File: config.mk
export PLATFORM = sky130hd
export DESIGN_NAME = ring_frame_receive_classifier_core_flat
export DESIGN_NICKNAME = d
export VERILOG_FILES = /design/src/hw/rtl/rfrc_pkg.sv /design/src/hw/rtl/rfrc_req_if.sv /design/src/hw/rtl/rfrc_rsp_if.sv /design/src/hw/rtl/ring_frame_receive_classifier_core.sv /design/src/hw/rtl/rfrc_frame_tracker.sv /design/src/flat_wrapper.sv
export SDC_FILE = /design/constraint.sdc
export NUM_CORES = 1
export LEC_CHECK = 0
export BUFFER_PORTS_ARGS = -buffer_cell sky130_fd_sc_hd__buf_2
export CORE_ASPECT_RATIO = 0.7
export CORE_MARGIN = 4
export CORE_UTILIZATION = 39
export CTS_BUF_LIST = sky130_fd_sc_hd__clkbuf_16
export DETAILED_ROUTE_END_ITERATION = 10
export HOLD_SLACK_MARGIN = 0.06
export PLACE_DENSITY_LB_ADDON = 0.15
export SETUP_SLACK_MARGIN = 0.4
export SYNTH_ARGS = -nofsm -noshare
export SYNTH_HDL_FRONTEND = slang
export SYNTH_HIERARCHICAL = 1
export SYNTH_SLANG_ARGS = --single-unit
export TNS_END_PERCENT = 50
File: constraint.sdc
create_clock -name clock -period 9.5 [get_ports clock]
set_input_delay 0.475 -clock clock [delete_from_list [all_inputs] [get_ports clock]]
set_output_delay 0.475 -clock clock [all_outputs]
set_load 0.01 [all_outputs]
File: src/hw/rtl/rfrc_pkg.sv
// ----------------------------------------------------------------------------
// Ring frame receive classifier package
// Shared types, register indexes, codes and constants of the classifier.
// ----------------------------------------------------------------------------
`default_nettype none

package rfrc_pkg;

   // Configuration port geometry.
   localparam int unsigned CSR_INDEX_W = 3;
   localparam int unsigned CSR_DATA_W  = 8;

   // Register indexes on the configuration port.
   localparam logic [CSR_INDEX_W-1:0] CSR_STATION_ADDRESS = 3'd0;
   localparam logic [CSR_INDEX_W-1:0] CSR_BCAST_ADDRESS   = 3'd1;
   localparam logic [CSR_INDEX_W-1:0] CSR_TOKEN_MARKER    = 3'd2;
   localparam logic [CSR_INDEX_W-1:0] CSR_CHAT_SERVICE    = 3'd3;
   localparam logic [CSR_INDEX_W-1:0] CSR_TIME_SERVICE    = 3'd4;

   // Register reset values.
   localparam logic [4:0] STATION_ADDRESS_RST = 5'd1;
   localparam logic [4:0] BCAST_ADDRESS_RST   = 5'd15;
   localparam logic [7:0] TOKEN_MARKER_RST    = 8'd255;
   localparam logic [2:0] CHAT_SERVICE_RST    = 3'd1;
   localparam logic [2:0] TIME_SERVICE_RST    = 3'd3;

   // Route codes.
   localparam logic [1:0] ROUTE_TOKEN    = 2'd0;
   localparam logic [1:0] ROUTE_DATABACK = 2'd1;
   localparam logic [1:0] ROUTE_FORWARD  = 2'd2;

   // Delivery codes.
   localparam logic [1:0] DELIVER_NONE = 2'd0;
   localparam logic [1:0] DELIVER_CHAT = 2'd1;
   localparam logic [1:0] DELIVER_TIME = 2'd2;

   // Status byte flags.
   localparam logic [7:0] STATUS_READ_BIT = 8'h02;
   localparam logic [7:0] STATUS_ACK_BIT  = 8'h01;

   // Source, destination and length precede the payload.
   localparam logic [8:0] HEADER_BYTES = 9'd3;

   // Configuration register set.
   typedef struct packed {
      logic [4:0] station_address;
      logic [4:0] bcast_address;
      logic [7:0] token_marker;
      logic [2:0] chat_service;
      logic [2:0] time_service;
   } cfg_type;

   // One result transaction.
   typedef struct packed {
      logic [7:0] out_byte;
      logic       frame_done;
      logic       is_payload;
      logic [1:0] route;
      logic [1:0] deliver_to;
      logic [4:0] source_address;
      logic [2:0] source_service;
   } result_type;

endpackage : rfrc_pkg

`default_nettype wire

File: src/hw/rtl/rfrc_req_if.sv
// ----------------------------------------------------------------------------
// Ring frame byte request channel
// Valid/ready channel that carries one received frame byte per transaction.
// ----------------------------------------------------------------------------
`default_nettype none

interface rfrc_req_if;
   logic       valid;
   logic       ready;
   logic [7:0] in_byte;
   logic       marks_end;

   modport source (output valid, output in_byte, output marks_end, input ready);
   modport sink   (input valid, input in_byte, input marks_end, output ready);
endinterface : rfrc_req_if

`default_nettype wire

File: src/hw/rtl/rfrc_rsp_if.sv
// ----------------------------------------------------------------------------
// Ring frame byte result channel
// Valid/ready channel that carries one classified byte per transaction.
// ----------------------------------------------------------------------------
`default_nettype none

interface rfrc_rsp_if;
   logic       valid;
   logic       ready;
   logic [7:0] out_byte;
   logic       frame_done;
   logic       is_payload;
   logic [1:0] route;
   logic [1:0] deliver_to;
   logic [4:0] source_address;
   logic [2:0] source_service;

   modport source (
      output valid, output out_byte, output frame_done, output is_payload,
      output route, output deliver_to, output source_address,
      output source_service, input ready
   );
   modport sink (
      input valid, input out_byte, input frame_done, input is_payload,
      input route, input deliver_to, input source_address,
      input source_service, output ready
   );
endinterface : rfrc_rsp_if

`default_nettype wire

File: src/hw/rtl/ring_frame_receive_classifier_core.sv
// ----------------------------------------------------------------------------
// Ring frame receive classifier core
// Classifies received ring frame bytes and flags read, ack, route and delivery.
// ----------------------------------------------------------------------------
// The core takes one frame byte per request transaction and returns exactly
// one result transaction for it from a registered output. A new byte
// can be taken in every cycle: classification is a single pass of compares
// and a 6-bit add on the frame tracker state, and results wait in an output
// register backed by one skid slot, so a byte is still accepted while one
// result waits to be taken and only two unread results hold off the request
// side. Configuration registers are written through the csr port and take
// effect on the next byte; indexes beyond the register list are ignored.
`default_nettype none

module ring_frame_receive_classifier_core
   import rfrc_pkg::*;
(
   input  wire logic                   clock,
   input  wire logic                   reset,
   rfrc_req_if.sink                    req_if,
   rfrc_rsp_if.source                  rsp_if,
   input  wire logic                   csr_we,
   input  wire logic [CSR_INDEX_W-1:0] csr_index,
   input  wire logic [CSR_DATA_W-1:0]  csr_wdata
);

   cfg_type    cfg_ff;
   result_type result;
   result_type out_ff;
   result_type skid_ff;
   logic       out_valid_ff;
   logic       skid_valid_ff;
   logic       accept;
   logic       pop;

   // Configuration registers.
   always_ff @(posedge clock) begin
      if (reset) begin
         cfg_ff.station_address <= STATION_ADDRESS_RST;
         cfg_ff.bcast_address   <= BCAST_ADDRESS_RST;
         cfg_ff.token_marker    <= TOKEN_MARKER_RST;
         cfg_ff.chat_service    <= CHAT_SERVICE_RST;
         cfg_ff.time_service    <= TIME_SERVICE_RST;
      end else if (csr_we) begin
         case (csr_index)
            CSR_STATION_ADDRESS: cfg_ff.station_address <= csr_wdata[4:0];
            CSR_BCAST_ADDRESS:   cfg_ff.bcast_address   <= csr_wdata[4:0];
            CSR_TOKEN_MARKER:    cfg_ff.token_marker    <= csr_wdata;
            CSR_CHAT_SERVICE:    cfg_ff.chat_service    <= csr_wdata[2:0];
            CSR_TIME_SERVICE:    cfg_ff.time_service    <= csr_wdata[2:0];
            default: begin
            end
         endcase
      end
   end

   // Handshakes: requests stall only when the skid slot is occupied.
   assign req_if.ready = !skid_valid_ff;
   assign accept       = req_if.valid && req_if.ready;
   assign pop          = out_valid_ff && rsp_if.ready;

   rfrc_frame_tracker u_tracker (
      .clock     (clock),
      .reset     (reset),
      .accept    (accept),
      .in_byte   (req_if.in_byte),
      .marks_end (req_if.marks_end),
      .cfg       (cfg_ff),
      .result    (result)
   );

   // Output register with one skid slot behind it.
   always_ff @(posedge clock) begin
      if (reset) begin
         out_valid_ff  <= 1'b0;
         skid_valid_ff <= 1'b0;
      end else if (pop) begin
         if (skid_valid_ff) begin
            out_ff        <= skid_ff;
            skid_valid_ff <= 1'b0;
         end else if (accept) begin
            out_ff <= result;
         end else begin
            out_valid_ff <= 1'b0;
         end
      end else if (accept) begin
         if (out_valid_ff) begin
            skid_ff       <= result;
            skid_valid_ff <= 1'b1;
         end else begin
            out_ff       <= result;
            out_valid_ff <= 1'b1;
         end
      end
   end

   assign rsp_if.valid          = out_valid_ff;
   assign rsp_if.out_byte       = out_ff.out_byte;
   assign rsp_if.frame_done     = out_ff.frame_done;
   assign rsp_if.is_payload     = out_ff.is_payload;
   assign rsp_if.route          = out_ff.route;
   assign rsp_if.deliver_to     = out_ff.deliver_to;
   assign rsp_if.source_address = out_ff.source_address;
   assign rsp_if.source_service = out_ff.source_service;

   // The skid slot is only used behind a full output register.
   a_skid_order : assert property (@(posedge clock) disable iff (reset)
      skid_valid_ff |-> out_valid_ff)
      else $error("skid slot holds a result ahead of the output register");

   // A transaction taken while the output stalls must land in the skid slot.
   a_skid_fill : assert property (@(posedge clock) disable iff (reset)
      (accept && out_valid_ff && !rsp_if.ready) |=> skid_valid_ff)
      else $error("result lost behind a stalled output");

   // Route, delivery and source fields stay clear away from the frame end.
   a_fields_idle : assert property (@(posedge clock) disable iff (reset)
      (out_valid_ff && !out_ff.frame_done) |->
         ((out_ff.route == ROUTE_TOKEN) && (out_ff.deliver_to == DELIVER_NONE)
          && (out_ff.source_address == '0) && (out_ff.source_service == '0)))
      else $error("frame end fields set on a byte inside the frame");

   // Delivery is flagged only together with the ack bit.
   a_deliver_ack : assert property (@(posedge clock) disable iff (reset)
      (out_valid_ff && (out_ff.deliver_to != DELIVER_NONE)) |->
         ((out_ff.out_byte & STATUS_ACK_BIT) != '0))
      else $error("delivery flagged without the ack bit");

endmodule : ring_frame_receive_classifier_core

`default_nettype wire

File: src/hw/rtl/rfrc_frame_tracker.sv
// ----------------------------------------------------------------------------
// Ring frame tracker
// Holds the per-frame state and classifies the presented byte in one pass.
// ----------------------------------------------------------------------------
`default_nettype none

module rfrc_frame_tracker
   import rfrc_pkg::*;
(
   input  wire logic       clock,
   input  wire logic       reset,
   input  wire logic       accept,
   input  wire logic [7:0] in_byte,
   input  wire logic       marks_end,
   input  wire cfg_type    cfg,
   output      result_type result
);

   logic [8:0] byte_index_ff, byte_index_in;
   logic [7:0] payload_length_ff, payload_length_in;
   logic [5:0] running_sum_ff, running_sum_in;
   logic [7:0] source_byte_ff, source_byte_in;
   logic [7:0] destination_byte_ff, destination_byte_in;
   logic       in_token_ff, in_token_in;

   logic [8:0] payload_end;
   logic [4:0] dst_addr;
   logic [2:0] dst_sapi;
   logic [4:0] src_addr;
   logic       restart;

   assign payload_end = HEADER_BYTES + {1'b0, payload_length_ff};
   assign dst_addr    = destination_byte_ff[7:3];
   assign dst_sapi    = destination_byte_ff[2:0];
   assign src_addr    = source_byte_ff[7:3];

   // Classify the byte and work out the next frame state.
   always_comb begin
      byte_index_in       = byte_index_ff;
      payload_length_in   = payload_length_ff;
      running_sum_in      = running_sum_ff;
      source_byte_in      = source_byte_ff;
      destination_byte_in = destination_byte_ff;
      in_token_in         = in_token_ff;
      restart             = 1'b0;

      result                = '0;
      result.out_byte       = in_byte;
      result.route          = ROUTE_TOKEN;
      result.deliver_to     = DELIVER_NONE;

      if ((byte_index_ff == '0) && !in_token_ff && (in_byte == cfg.token_marker)) begin
         // A token opens.
         in_token_in   = 1'b1;
         byte_index_in = 9'd1;
      end else if (in_token_ff) begin
         // Token bytes pass through unchanged.
         in_token_in = 1'b1;
      end else if (byte_index_ff < HEADER_BYTES) begin
         // Header bytes: source, destination, length.
         if (byte_index_ff == 9'd0) begin
            source_byte_in = in_byte;
         end else if (byte_index_ff == 9'd1) begin
            destination_byte_in = in_byte;
         end else begin
            payload_length_in = in_byte;
         end
         running_sum_in = running_sum_ff + in_byte[5:0];
         byte_index_in  = byte_index_ff + 9'd1;
      end else if (byte_index_ff < payload_end) begin
         // Payload bytes.
         running_sum_in    = running_sum_ff + in_byte[5:0];
         result.is_payload = 1'b1;
         byte_index_in     = byte_index_ff + 9'd1;
      end else begin
         // Status byte closes a data frame.
         if ((dst_addr == cfg.station_address) || (dst_addr == cfg.bcast_address)) begin
            result.out_byte = result.out_byte | STATUS_READ_BIT;
            if (in_byte[7:2] == running_sum_ff) begin
               result.out_byte = result.out_byte | STATUS_ACK_BIT;
               if (dst_sapi == cfg.chat_service) begin
                  result.deliver_to = DELIVER_CHAT;
               end else if (dst_sapi == cfg.time_service) begin
                  result.deliver_to = DELIVER_TIME;
               end
            end
         end
         result.route          = (src_addr == cfg.station_address) ? ROUTE_DATABACK
                                                                    : ROUTE_FORWARD;
         result.source_address = src_addr;
         result.source_service = source_byte_ff[2:0];
         result.frame_done     = 1'b1;
         restart               = 1'b1;
      end

      // The end mark closes a token, including a token of one byte.
      if (in_token_in && marks_end) begin
         result.frame_done = 1'b1;
         result.route      = ROUTE_TOKEN;
         restart           = 1'b1;
      end

      if (restart) begin
         byte_index_in       = '0;
         payload_length_in   = '0;
         running_sum_in      = '0;
         source_byte_in      = '0;
         destination_byte_in = '0;
         in_token_in         = 1'b0;
      end
   end

   // Frame state advances on each accepted transaction.
   always_ff @(posedge clock) begin
      if (reset) begin
         byte_index_ff       <= '0;
         payload_length_ff   <= '0;
         running_sum_ff      <= '0;
         source_byte_ff      <= '0;
         destination_byte_ff <= '0;
         in_token_ff         <= 1'b0;
      end else if (accept) begin
         byte_index_ff       <= byte_index_in;
         payload_length_ff   <= payload_length_in;
         running_sum_ff      <= running_sum_in;
         source_byte_ff      <= source_byte_in;
         destination_byte_ff <= destination_byte_in;
         in_token_ff         <= in_token_in;
      end
   end

   // A token always sits at index one.
   a_token_index : assert property (@(posedge clock) disable iff (reset)
      in_token_ff |-> (byte_index_ff == 9'd1))
      else $error("token active with byte index other than one");

   // The index never runs past the status byte of the current frame.
   a_index_bound : assert property (@(posedge clock) disable iff (reset)
      !in_token_ff |-> (byte_index_ff <= payload_end))
      else $error("byte index beyond the status byte");

endmodule : rfrc_frame_tracker

`default_nettype wire
File: src/flat_wrapper.sv
// flat-port wrapper written by rule: the top's interface ports become plain ports
module ring_frame_receive_classifier_core_flat import rfrc_pkg::*;
  (clock, reset, csr_we, csr_index, csr_wdata, req_if_valid, req_if_in_byte, req_if_marks_end, req_if_ready, rsp_if_valid, rsp_if_out_byte, rsp_if_frame_done, rsp_if_is_payload, rsp_if_route, rsp_if_deliver_to, rsp_if_source_address, rsp_if_source_service, rsp_if_ready);
  rfrc_req_if req_if_i ();
  rfrc_rsp_if rsp_if_i ();
  input  wire logic clock;
  input  wire logic reset;
  input  wire logic csr_we;
  input  wire logic [CSR_INDEX_W-1:0] csr_index;
  input  wire logic [CSR_DATA_W-1:0] csr_wdata;
  input wire logic [$bits(req_if_i.valid)-1:0] req_if_valid;
  input wire logic [$bits(req_if_i.in_byte)-1:0] req_if_in_byte;
  input wire logic [$bits(req_if_i.marks_end)-1:0] req_if_marks_end;
  output wire logic [$bits(req_if_i.ready)-1:0] req_if_ready;
  output wire logic [$bits(rsp_if_i.valid)-1:0] rsp_if_valid;
  output wire logic [$bits(rsp_if_i.out_byte)-1:0] rsp_if_out_byte;
  output wire logic [$bits(rsp_if_i.frame_done)-1:0] rsp_if_frame_done;
  output wire logic [$bits(rsp_if_i.is_payload)-1:0] rsp_if_is_payload;
  output wire logic [$bits(rsp_if_i.route)-1:0] rsp_if_route;
  output wire logic [$bits(rsp_if_i.deliver_to)-1:0] rsp_if_deliver_to;
  output wire logic [$bits(rsp_if_i.source_address)-1:0] rsp_if_source_address;
  output wire logic [$bits(rsp_if_i.source_service)-1:0] rsp_if_source_service;
  input wire logic [$bits(rsp_if_i.ready)-1:0] rsp_if_ready;
  assign req_if_i.valid = req_if_valid;
  assign req_if_i.in_byte = req_if_in_byte;
  assign req_if_i.marks_end = req_if_marks_end;
  assign req_if_ready = req_if_i.ready;
  assign rsp_if_valid = rsp_if_i.valid;
  assign rsp_if_out_byte = rsp_if_i.out_byte;
  assign rsp_if_frame_done = rsp_if_i.frame_done;
  assign rsp_if_is_payload = rsp_if_i.is_payload;
  assign rsp_if_route = rsp_if_i.route;
  assign rsp_if_deliver_to = rsp_if_i.deliver_to;
  assign rsp_if_source_address = rsp_if_i.source_address;
  assign rsp_if_source_service = rsp_if_i.source_service;
  assign rsp_if_i.ready = rsp_if_ready;
  ring_frame_receive_classifier_core u_core (.clock(clock), .reset(reset), .req_if(req_if_i), .rsp_if(rsp_if_i), .csr_we(csr_we), .csr_index(csr_index), .csr_wdata(csr_wdata));
endmodule
Word level (Yosys, flattened, before mapping)

Cells that the tools add are included.

Reduce and logical (&&, ||, !) cells: 32
$lt $le $gt $ge: 2
Bitwise operators: 2
Eq/ne operators: 20
Mux-type cells: 59
Add/subtract/negate cells: 3

Operator list:

| operator                                                    | number |
|---|---|
| 2-to-1 mux 8 bit                                            | 17 |
| 2-to-1 mux 22 bit                                           | 5 |
| 2-to-1 mux 16 bit                                           | 3 |
| 2-to-1 mux 9 bit                                            | 5 |
| 2-to-1 mux 6 bit                                            | 5 |
| == test 5 bit                                               | 3 |
| 2-to-1 mux 1 bit                                            | 15 |
| 2-to-1 mux 2 bit                                            | 7 |
| 2-to-1 mux 12 bit                                           | 1 |
| != test 2 bit (second input constant)                       | 6 |
| AND reduction 2 bit                                         | 6 |
| AND reduction 4 bit                                         | 3 |
| AND reduction 6 bit                                         | 2 |
| nonzero test 2 bit                                          | 5 |
| adder 2 x 8 -> 9 bit (first input constant)                 | 1 |
| adder 9 x 1 -> 9 bit (second input constant)                | 1 |
| == test 9 x 1 -> 1 bit (second input constant)              | 1 |
| zero test 9 bit                                             | 1 |
| less-than comparator 9 x 2 -> 1 bit (second input constant) | 1 |
| less-than comparator 9 bit                                  | 1 |
| == test 8 bit                                               | 1 |
| adder 6 bit                                                 | 1 |
| == test 3 x 2 -> 1 bit (second input constant)              | 2 |
| == test 3 bit                                               | 2 |
| other kinds (16)                                            | 23 |

Input port bits: 25
Output and inout port bits: 24
Bits in registers: 110
Logic and storage cells: 145

Logic depth before layout (Yosys ltp)

Gate-level depths: netlist of the first run.

Depth after elaboration: 13
Depth in mapped cells: 13
Depth with buffers taken out: 13

By module

Netlist of the first run, hierarchy kept.

By module, submodules not included:

| module                             | cells each | times used | seq. area each (sq um) | area an instance (sq um) |
|---|---|---|---|---|
| rfrc_frame_tracker                 | 321        | 1          | 800.8                  | 2835.2 |
| ring_frame_receive_classifier_core | 181        | 1          | 1841.8                 | 2591.2 |

Worst setup path before layout of the first run

No wires, ideal clock.

Path type: register to register
Start: register u_core.u_tracker.payload_length_ff[0]
End: register u_core.out_ff (netlist bit u_core/rsp_if.source_address[0]) (data pin)
Library setup time: 0.260 ns
Path buffers: 1
Period minus slack after synthesis: 2.977 ns
Arrival time: 2.718 ns
Slack: 6.523 ns
Data required time: 9.240 ns
Cell stages (with the launch flop): 14
Path through: dfxtp_1 -> inv_1 -> ha_1 -> nor2_1 -> and3_1 -> nand3_1 -> ha_1 -> a21oi_1 -> o21ai_0 -> o31a_1 -> nor2b_1 -> clkbuf_1 -> and2_1 -> mux2_2

RTL lines:

| item                     | line                                     | RTL |
|---|---|---|
| start: declaration       | rfrc_frame_tracker.sv:20                 | `logic [7:0] payload_length_ff, payload_length_in;` |
| start signal: assignment | rfrc_frame_tracker.sv:124                | `payload_length_ff <= payload_length_in;` |
| end signal: assignment   | ring_frame_receive_classifier_core.sv:79 | `out_ff <= skid_ff;` |
| end signal: assignment   | ring_frame_receive_classifier_core.sv:82 | `out_ff <= result;` |
| end signal: assignment   | ring_frame_receive_classifier_core.sv:91 | `out_ff <= result;` |
| end: declaration         | ring_frame_receive_classifier_core.sv:29 | `result_type out_ff;` |

Worst setup path after layout of the first run

Start: register u_core.u_tracker.payload_length_ff[0]
End: register u_core.u_tracker.destination_byte_ff[3]

Cells in the longest elaborated chain, start to end: 9
Elaborated cells between the ends (all ways): 14
Classes of those cells: add/sub (1); order compare (1); eq/ne (3); mux (6); reduce/logical (3)

RTL lines:

| item                                                         | line                      | RTL |
|---|---|---|
| adder 2 x 8 -> 9 bit *                                       | rfrc_frame_tracker.sv:32  | `assign payload_end = HEADER_BYTES + {1'b0, payload_length_ff};` |
| less-than comparator 9 bit *                                 | rfrc_frame_tracker.sv:70  | `end else if (byte_index_ff < payload_end) begin` |
| 2-to-1 mux 1 bit *                                           | rfrc_frame_tracker.sv:70  |  |
| 2-to-1 mux 1 bit *                                           | rfrc_frame_tracker.sv:59  | `end else if (byte_index_ff < HEADER_BYTES) begin` |
| 2-to-1 mux 1 bit *                                           | rfrc_frame_tracker.sv:56  | `end else if (in_token_ff) begin` |
| 2-to-1 mux 1 bit *                                           | rfrc_frame_tracker.sv:52  | `if ((byte_index_ff == '0) && !in_token_ff && (in_byte == cfg.token_marker)) begin` |
| 2-to-1 mux 1 bit *                                           | rfrc_frame_tracker.sv:97  | `if (in_token_in && marks_end) begin` |
| != test 2 bit (no source line), or another cell as far along | n/a                       |  |
| AND reduction 6 bit (no source line)                         | n/a                       |  |
| end signal: assignment                                       | rfrc_frame_tracker.sv:127 | `destination_byte_ff <= destination_byte_in;` |
| end: declaration                                             | rfrc_frame_tracker.sv:23  | `logic [7:0] destination_byte_ff, destination_byte_in;` |

Mark *: on every way between the ends. The rest lies on a longest branch, timed or not.
A chain may end at the register's enable or synchronous reset.

==> results of run 1 <==
cells by family (layout without fill, tap and decap cells):
kind of cell | after synthesis | after routing | synth area share (%)
compound gates | 76 | 76 | 9.316
fa+ha+maj | 18 | 18 | 4.289
buf+inv | 37 | 81 | 3.136
simple gates | 160 | 160 | 16.49
xor+xnor | 46 | 46 | 7.424
mux | 55 | 55 | 10.65
flops | 110 | 110 | 48.70
state kept, by name, summed over array words and instances, names as in the netlist:
signal and cells:
u_core/u_tracker/in_token_ff 1, u_core/u_tracker/source_byte_ff 8, u_core/skid_ff 22, u_core/rsp_if.source_service 3
u_core/skid_valid_ff 1, u_core/cfg_ff 24, u_core/rsp_if.source_address 5, u_core/rsp_if.valid 1
u_core/u_tracker/byte_index_ff 9, u_core/rsp_if.route 2, u_core/u_tracker/running_sum_ff 6, u_core/rsp_if.out_byte 8
u_core/rsp_if.frame_done 1, u_core/u_tracker/payload_length_ff 8, u_core/rsp_if.is_payload 1, u_core/rsp_if.deliver_to 2
u_core/u_tracker/destination_byte_ff 8
where the power goes:
group / leakage [nW] / switching, mW / internal [mW]
Clock: 0.142 / 0.182 / 0.184
Combinational: 1.26 / 0.0801 / 0.0570
Sequential: 0.943 / 0.0172 / 0.511
Total: 2.35 / 0.280 / 0.751
worst paths after layout:
path / end / slack (ps) / depth (start not counted)
max: u_core/u_tracker/destination_byte_ff[3] / 5740 / 12
min: u_core/skid_valid_ff / 350 / 2
max reg2reg: u_core/u_tracker/destination_byte_ff[3] / 5740 / 12
min reg2reg: u_core/u_tracker/source_byte_ff[0] / 480 / 2
cell type report:
type	count	share of cell area [%]
inverter	14	0.8612
multi-input combinational	355	43.00
timing repair buffer	51	4.306
tap	185	3.793
sequential	110	43.31
clock inverter	7	1.046
clock buffer	9	3.691
through the flow:
step,worst slack [ps],instances
floorplan,6523,502
global placement,5913,715
detailed placement,5754,715
CTS,5717,731
global route,5416,731
finish,5736,731
per-layer routing:
layer	routed length (um)	vias up
li1	-	1869
met1	6481	1781
met2	5281	87
met3	558	12
met4	100	0
met5	0	-
placed cells by master (no fill, tap or decap), types with 17 or more instances in the layout:
| master | n |
|---|---|
| xnor2_1 | 29 |
| mux2_2 | 22 |
| edfxtp_1 | 44 |
| nor3_1 | 23 |
| nand2b_1 | 23 |
| a21oi_1 | 36 |
| nor2_1 | 36 |
| dfxtp_1 | 66 |
| buf_2 | 48 |
| xor2_1 | 17 |
| mux2i_1 | 33 |
| ha_1 | 17 |
| nand2_1 | 20 |
==> impl_metrics.py, run 1 <==
metrics = {
    "run_status": {
        "outcome": "finished, final reports clean",
    },
    "synthesis": {
        "netlist_top_cells_area": "dfxtp_1 24%, edfxtp_1 24%, mux2i_1 6.1%, xnor2_1 4.7%, mux2_2 4.6%",
        "synth_edf_count": 44,
        "synth_area_um2": 5426,
        "async_reset_ff_share_pct": 0,
        "synth-seq-area-share_pct": 48.70,
        "syn_nets": 545,
        "yosysTopAreaCellShare_pct": 24.35,
        "synth_cell_types": 56,
        "ys_ff_latch": 110,
        "yosysMostFrequentCell": "dfxtp_1",
        "synthCells": 502,
        "synthFlopType": "dfxtp_1",
        "yosysTopAreaCell": "dfxtp_1",
        "synth.avg_cell_area_um2": 10.81,
        "synth_common_cells": "66 x dfxtp_1, 44 x edfxtp_1, 36 x a21oi_1, 36 x nor2_1, 33 x mux2i_1",
        "yosys_warnings": 6,
    },
    "critical_path": {
        "end_kind": "flip-flop",
        "critPathKind": "flip-flop to flip-flop",
        "critPathMaxFanout": 13,
        "critical_path_arrival_ps": 4030,
        "crit_required_ps": 9770,
        "cp-startpoint": "u_core/u_tracker/payload_length_ff[0]",
        "slowest_delay_ps": 840,
        "startpoint_type": "flip-flop",
        "worst-path-buf-inv": 1,
        "worstPathCellList": "inv_1 -> ha_1 -> nor2_1 -> and3_1 -> nand3_1 -> ha_1 -> a21oi_1 -> o21ai_0 -> o31a_1 -> mux2i_1 -> nand3b_1 -> mux2i_1",
        "r2r-start": "u_core/u_tracker/payload_length_ff[0]",
        "cpLargestDelayFamily": "multiplexers",
        "worst_path_max_delay_cell": "mux2i_1",
    },
    "global_routing": {
        "met1_usage_pct": 24.75,
        "busiest_layer": "met1",
        "use_met3_pct": 3.464,
        "grt_pass1_vias": 3617,
        "overflow": 0,
        "antenna_found_initial": 0,
        "grt_max_degree": 84,
        "grtUsageTotal_pct": 16.07,
        "met2_usage_pct": 23.23,
        "grt_pass1_wl_um": 19980,
    },
    "clock_tree": {
        "cts_buffers": 9,
        "root_buffer": "clkbuf_16",
        "cts_tree": "done",
        "cts_resized": 0,
        "insertion_delay_ps": 350,
        "post_cts_buffers": 0,
        "clkTransAtPathRegs_ps": 80,
        "cts_max_path_buffers": 2,
        "hold_buffers": 0,
        "cts.sinks": 110,
        "ctsHtreeMaxLevel": 3,
    },
    "sta": {
        "holdWs_ps": 353.2,
        "min_period_ps": 3764,
        "tightestPinTransition_ps": 1084,
        "fmax_mhz": 265.7,
        "setup_viol": 0,
        "fin_skew_ps": 7.239,
        "finalHoldViolCount": 0,
        "final.setup.tns_ps": 0,
        "rsz0062_at_grt": "no",
        "period_share_pct": 39.62,
        "slew_headroom_pct": 25.66,
        "maxSlewViolCount": 0,
    },
    "floorplanning": {
        "die_w_um": 149.0,
        "initial_utilization_pct": 40.49,
        "dieArea_um2": 15900,
        "coreArea_um2": 13400,
        "num_rows": 35,
        "boundaryPins": 49,
        "chipHeight_um": 106.7,
    },
    "route": {
        "drc": 0,
        "drtPass1Iterations": 4,
        "drt_iter0_drc": 234,
        "avgViaCountPerCell": 5.129,
        "wl_per_cell_um": 16.99,
        "ant_nets": 0,
        "vias": 3749,
        "drt-total-wl_um": 12420,
    },
    "finish": {
        "fin_area_um2": 6102,
        "fin_util_pct": 45.54,
        "area_growth_pct": 12.45,
        "fillers": 1262,
        "insertedDiodeCount": 0,
        "seqCellArea_um2": 2643,
        "fin_nets": 584,
        "drive_above_1_share_pct": 18.68,
        "multi_input_area_um2": 2624,
    },
    "hold_path": {
        "hold_class": "primary input to flip-flop",
        "min_from": "rsp_if_ready",
    },
    "power": {
        "ir_drop_mv": 0.07570,
        "p_per_area_nw_per_um2": 169.0,
        "total_power_mw": 1.031,
        "p_leak_nw": 2.349,
    },
    "job": {
        "maxCapViolations": 0,
    },
    "placement": {
        "dp_hpwl_um": 8989,
        "dpl_cell_area_um2": 5813,
        "gp_congestion": 0.8027,
        "io_buffers": 48,
    },
}
Note: power is estimated with default switching activity, not from simulation.
==> run 2, diff against run 1 <==
==> constraint.sdc (replaced) <==
create_clock -name clock -period 3.8 [get_ports clock]
set_input_delay 0.19 -clock clock [delete_from_list [all_inputs] [get_ports clock]]
set_output_delay 0.19 -clock clock [all_outputs]
set_load 0.01 [all_outputs]
==> run 2 against run 1 <==
  * Global-route usage decreased by 0.12 points
  * Die area unchanged
  * Power increased to 2.6 times the previous value
==> impl_metrics.py, run 2 (synthesized netlist as in run 1, its figures left out) <==
metrics = {
    "finish": {
        "final_cells": 738,
        "top_register": "u_core/cfg_ff",
        "largest_reg_flops": 24,
        "top_regs": "u_core/cfg_ff (24), u_core/skid_ff (22), u_core/u_tracker/byte_index_ff (9)",
        "insertedDiodeCount": 0,
        "fin_nets": 591,
        "drive_above_1_share_pct": 20.07,
        "fin_area_um2": 6196,
        "layout_common_cells": "66 x dfxtp_1, 48 x buf_2, 44 x edfxtp_1",
        "final_common_cell": "dfxtp_1",
        "area_growth_pct": 14.18,
    },
    "clock_tree": {
        "clkTransAtPathRegs_ps": 80,
        "cts.sinks": 110,
        "ctsHtreeMaxLevel": 3,
        "insertion_delay_ps": 350,
        "cts_tree": "done",
        "cts_buffers": 9,
        "cts_max_path_buffers": 2,
        "root_buffer": "clkbuf_16",
    },
    "power": {
        "p_per_area_nw_per_um2": 429.6,
        "ir_drop_mv": 0.2226,
        "p_leak_nw": 2.397,
    },
    "sta": {
        "slew_headroom_pct": 26.30,
        "period_share_pct": 83.29,
        "setup_viol": 0,
        "maxSlewViolCount": 0,
        "rsz0062_at_grt": "yes",
        "finalHoldViolCount": 0,
        "final.setup.tns_ps": 0,
        "min_period_ps": 3165,
        "tightestPinTransition_ps": 1102,
        "fin_skew_ps": 11.30,
        "fmax_mhz": 315.9,
    },
    "global_routing": {
        "grt_pass1_vias": 3602,
        "overflow": 0,
        "grt_pass1_wl_um": 19820,
        "antenna_found_initial": 0,
        "grt_max_degree": 53,
        "grtUsageTotal_pct": 15.95,
    },
    "floorplanning": {
        "die_w_um": 149.0,
        "dieArea_um2": 15900,
        "num_rows": 35,
        "initial_utilization_pct": 40.49,
        "boundaryPins": 49,
        "chipHeight_um": 106.7,
        "coreArea_um2": 13400,
    },
    "critical_path": {
        "critPathMaxFanout": 12,
        "critical_path_arrival_ps": 3390,
        "reg2reg_slack_ps": 630,
        "critPathKind": "flip-flop to flip-flop",
        "startpoint_type": "flip-flop",
        "crit_required_ps": 4030,
        "end_kind": "flip-flop",
    },
    "route": {
        "drt_iter0_drc": 246,
        "drt-total-wl_um": 12360,
        "vias": 3761,
        "drtPass1Iterations": 4,
        "wl_per_cell_um": 16.75,
        "drc": 0,
        "ant_nets": 0,
        "avgViaCountPerCell": 5.096,
    },
    "run_status": {
        "outcome": "finished, final reports clean",
    },
    "placement": {
        "dpl_cell_area_um2": 5836,
        "gp_congestion": 0.8292,
        "io_buffers": 48,
        "dp_hpwl_um": 8995,
        "dp.cells": 718,
    },
    "job": {
        "maxCapViolations": 0,
    },
    "hold_path": {
        "hold_class": "primary input to flip-flop",
    },
}
run 2: worst max-delay path: stages (launching register included):
cell	delay, ps
dfxtp_1	380
inv_1	60
ha_1	220
nor2_2	140
and3_1	200
nand3_1	90
ha_1	330
nand4_1	160
a211oi_2	230
o31a_1	260
nor2b_1	160
buf_4	180
nand3_1	130
nor3_1	280
mux2_2	190
run 2: cell type report:
cell class	instances	area, um2
Fill cell	1278	7204
Multi-Input combinational cell	355	2644
Sequential cell	110	2643
Timing Repair Buffer	58	317.8
Tap cell	185	231.5
Clock buffer	9	225.2
Clock inverter	7	82.58
Inverter	14	52.55
run 2: path summary, 6_finish.rpt:
kind	from	endpoint	cells after the start
setup reg to reg	u_core/u_tracker/payload_length_ff[0]	u_core/rsp_if.deliver_to[1]	14
hold reg to reg	u_core/u_tracker/source_byte_ff[0]	u_core/u_tracker/source_byte_ff[0]	2
hold / removal	csr_wdata[7]	u_core/cfg_ff[13]	3
setup / recovery	u_core/u_tracker/payload_length_ff[0]	u_core/rsp_if.deliver_to[1]	14
run 2: metal layers:
| metal | track usage [%] | vias to the layer above | part of all wire [%] |
|---|---|---|---|
| met3 | 3.507 | 7 | 4.4 |
| met5 | 0 | - | 0 |
| met4 | 3.135 | 0 | 0.58 |
| met1 | 25.29 | 1804 | 54 |
| met2 | 22.04 | 69 | 41 |
| li1 | - | 1881 | - |
run 2: stage by stage:
stage,hold WS [ps],setup slack [ps],total power [mW],util (%)
final,86.10,634.9,2.662,46.24
after global routing,109.1,329.4,2.778,46.24
after CTS,75.75,406.2,2.681,45.92
after detailed placement,429.9,429.3,1.689,43.55
after global placement,424.1,591.8,1.687,43.55
after floorplan,290.1,822.6,1.580,-
run 2: report_power, final:
group / switching, mW / internal (mW) / total [mW] / leakage, nW
Sequential: 0.0432 / 1.28 / 1.32 / 0.943
Clock: 0.463 / 0.526 / 0.989 / 0.152
Combinational: 0.203 / 0.149 / 0.353 / 1.30
run 2: repair_timing:
action / in CTS / in global routing
endpoints found under the hold margin: 1 / 0
resized for setup: 0 / 4
hold buffers: 1 / 0
setup buffers: 0 / 3
setup endpoints to repair: 0 / 17
==> run 3, diff against run 2 <==
==> constraint.sdc (replaced) <==
create_clock -name clock -period 2.75 [get_ports clock]
set_input_delay 0.1375 -clock clock [delete_from_list [all_inputs] [get_ports clock]]
set_output_delay 0.1375 -clock clock [all_outputs]
set_load 0.01 [all_outputs]
==> run 3 against run 2 <==
  * The flow now finishes with violations (negative setup slack)
  * Non-clock buffer count rose by 36
  * Utilization rose by 4.7 points
  * First-iteration DRC count fell by 9.3%
  * Via count is 3.3% higher
  * Count of clock-buffer cells in the layout unchanged
  * Largest power group unchanged
  * Cell count increased by 5.0%
  * Highest routed layer unchanged
  * Maximum frequency grew 13%
  * Global-route usage up 0.33 points
  * Register-to-register slack got worse by 690 ps
  * Combinational power grew 67%
==> impl_metrics.py, run 3 (synthesized netlist as in run 1, its figures left out) <==
metrics = {
    "route": {
        "drt-total-wl_um": 12590,
        "drt_iter0_drc": 223,
        "ant_nets": 0,
        "drc": 0,
        "avgViaCountPerCell": 5.013,
        "vias": 3885,
        "drtPass1Iterations": 4,
        "wl_per_cell_um": 16.25,
    },
    "power": {
        "p_leak_nw": 2.675,
        "ir_drop_mv": 0.3011,
        "switchingPower_uw": 986.8,
        "p_clk_share_pct": 34.2,
        "p_per_area_nw_per_um2": 535.9,
        "power_frac_seq_pct": 49.7,
        "p_comb_share_pct": 16.1,
        "switching_share_pct": 26.96,
        "internal_power_mw": 2.673,
    },
    "sta": {
        "finalHoldViolCount": 0,
        "min_period_ps": 2809,
        "rsz0062_at_grt": "yes",
        "fmax_mhz": 356.0,
        "slew_headroom_pct": 56.56,
        "maxSlewViolCount": 0,
        "fin_skew_ps": 13.26,
        "tightestPinTransition_ps": 646.0,
        "setup_viol": 8,
        "period_share_pct": 102.2,
        "finalWorstSetupSlack_ps": -59.36,
        "final.setup.tns_ps": -152.2,
    },
    "floorplanning": {
        "boundaryPins": 49,
        "num_rows": 35,
        "dieArea_um2": 15900,
        "coreArea_um2": 13400,
        "chipHeight_um": 106.7,
        "initial_utilization_pct": 40.49,
        "die_w_um": 149.0,
    },
    "critical_path": {
        "worstPathCellList": "inv_2 -> ha_4 -> nor2_4 -> and3_4 -> nand3_4 -> ha_4 -> nand4_1 -> a211oi_2 -> o31a_1 -> nor2b_4 -> buf_12 -> nor4b_4 -> mux2_4",
        "crit_required_ps": 2970,
        "critical_path_arrival_ps": 3030,
        "slowest_delay_ps": 350,
        "end_kind": "flip-flop",
        "critPathMaxFanout": 11,
        "crit_top_cell": "ha_4",
        "worst_path_max_delay_cell": "dfxtp_2",
        "critPathKind": "flip-flop to flip-flop",
        "startpoint_type": "flip-flop",
    },
    "run_status": {
        "violations": "negative setup slack",
        "outcome": "finished with violations",
    },
    "finish": {
        "top_register": "u_core/cfg_ff",
        "fin_nets": 627,
        "drive_above_1_share_pct": 31.07,
        "fin_util_pct": 50.96,
        "fillers": 1199,
        "area_growth_pct": 25.85,
        "largest_reg_flops": 24,
        "final_common_cell": "dfxtp_1",
        "layout_common_cells": "64 x dfxtp_1, 48 x buf_2, 44 x edfxtp_1",
        "top_regs": "u_core/cfg_ff (24), u_core/skid_ff (22), u_core/u_tracker/byte_index_ff (9)",
    },
    "global_routing": {
        "grt_max_degree": 43,
        "grtUsageTotal_pct": 16.28,
        "overflow": 0,
        "antenna_found_initial": 0,
        "grt_pass1_vias": 3659,
        "grt_pass1_wl_um": 20360,
    },
    "clock_tree": {
        "cts.sinks": 110,
        "clkTransAtPathRegs_ps": 70,
        "cts_max_path_buffers": 2,
        "insertion_delay_ps": 350,
        "cts_tree": "done",
        "ctsHtreeMaxLevel": 3,
        "cts_buffers": 9,
        "root_buffer": "clkbuf_16",
    },
    "placement": {
        "io_buffers": 48,
        "gp_congestion": 0.8225,
        "dp_hpwl_um": 9269,
    },
    "job": {
        "maxCapViolations": 0,
    },
    "hold_path": {
        "hold_class": "primary input to flip-flop",
    },
}
-- run 3: changes by cell type in the layout (fill, tap and decap cells not counted), sizes merged --
cell,delta
buf,+32
dlygate4sd3,+4
clkinvlp,+2
inv,-2
bufinv,-1
clkinv,+1
diode,+1
-- run 3: cell type report --
| cell class | instances | area, um2 | area share (%) |
|---|---|---|---|
| well taps | 185 | 231.5 | 3.390 |
| clock inverters | 7 | 62.56 | 0.9161 |
| flip-flops and latches | 110 | 2645 | 38.73 |
| diodes | 1 | 2.502 | 0.03664 |
| multi-input cells | 355 | 2919 | 42.74 |
| repair buffers | 94 | 690.7 | 10.11 |
| inverters | 14 | 52.55 | 0.7695 |
| clock buffers | 9 | 225.2 | 3.298 |
-- run 3: worst max-delay path, delay by kind of cell (launching register included) --
kind | cells | cell delay, ps
simple gates | 6 | 970
compound gates | 2 | 550
fa+ha+maj | 2 | 440
flops | 1 | 350
buf+inv | 2 | 190
mux | 1 | 180
-- run 3: stage by stage --
stage	std cells	total power [mW]	hold slack, ps	cell area, um2	setup WS [ps]
after detailed placement	738	2.389	378.2	6157	-104.2
after global routing	774	3.836	86.44	6827	-202.6
after global placement	738	2.383	373.2	6157	-29.74
final	775	3.660	84.02	6829	-59.36
after CTS	771	3.675	76.44	6741	-71.97
after floorplan	502	2.199	237.6	5565	-1.495
-- run 3: worst paths after layout --
| check | startpoint | end | slack [ps] | cells after the start |
|---|---|---|---|---|
| worst min-delay path | csr_wdata[3] | u_core/cfg_ff[9] | 80 | 3 |
| worst max register to register | u_core/u_tracker/payload_length_ff[1] | u_core/rsp_if.route[0] | -60 | 13 |
| worst min register to register | u_core/u_tracker/source_byte_ff[0] | u_core/u_tracker/source_byte_ff[0] | 500 | 2 |
| worst max-delay path | u_core/u_tracker/payload_length_ff[1] | u_core/rsp_if.route[0] | -60 | 13 |
-- run 3: power by group through the flow --
stage | Sequential (mW) | Clock (mW) | Combinational, mW
3_3_place_gp | 1.86 | 0 | 0.527
4_1_cts | 1.82 | 1.28 | 0.578
2_1_floorplan | 1.86 | 0 | 0.343
5_1_grt | 1.83 | 1.36 | 0.645
6_report | 1.82 | 1.25 | 0.590
3_5_place_dp | 1.86 | 0 | 0.533
-- run 3: per-layer routing --
layer | vias up | wire length, um | global-route usage (%)
met5 | - | 0 | 0
met4 | 0 | 70 | 2.939
met3 | 8 | 627 | 3.169
met2 | 76 | 5251 | 23.20
met1 | 1846 | 6641 | 25.58
li1 | 1955 | - | -
-- run 3: repair_timing --
| action | CTS | global route |
|---|---|---|
| pin swaps | 6 | 13 |
| endpoints found under the hold margin | 5 | 0 |
| setup buffers | 12 | 3 |
| hold buffers | 5 | 0 |
| resized for setup | 28 | 16 |
| setup endpoints to repair | 70 | 71 |
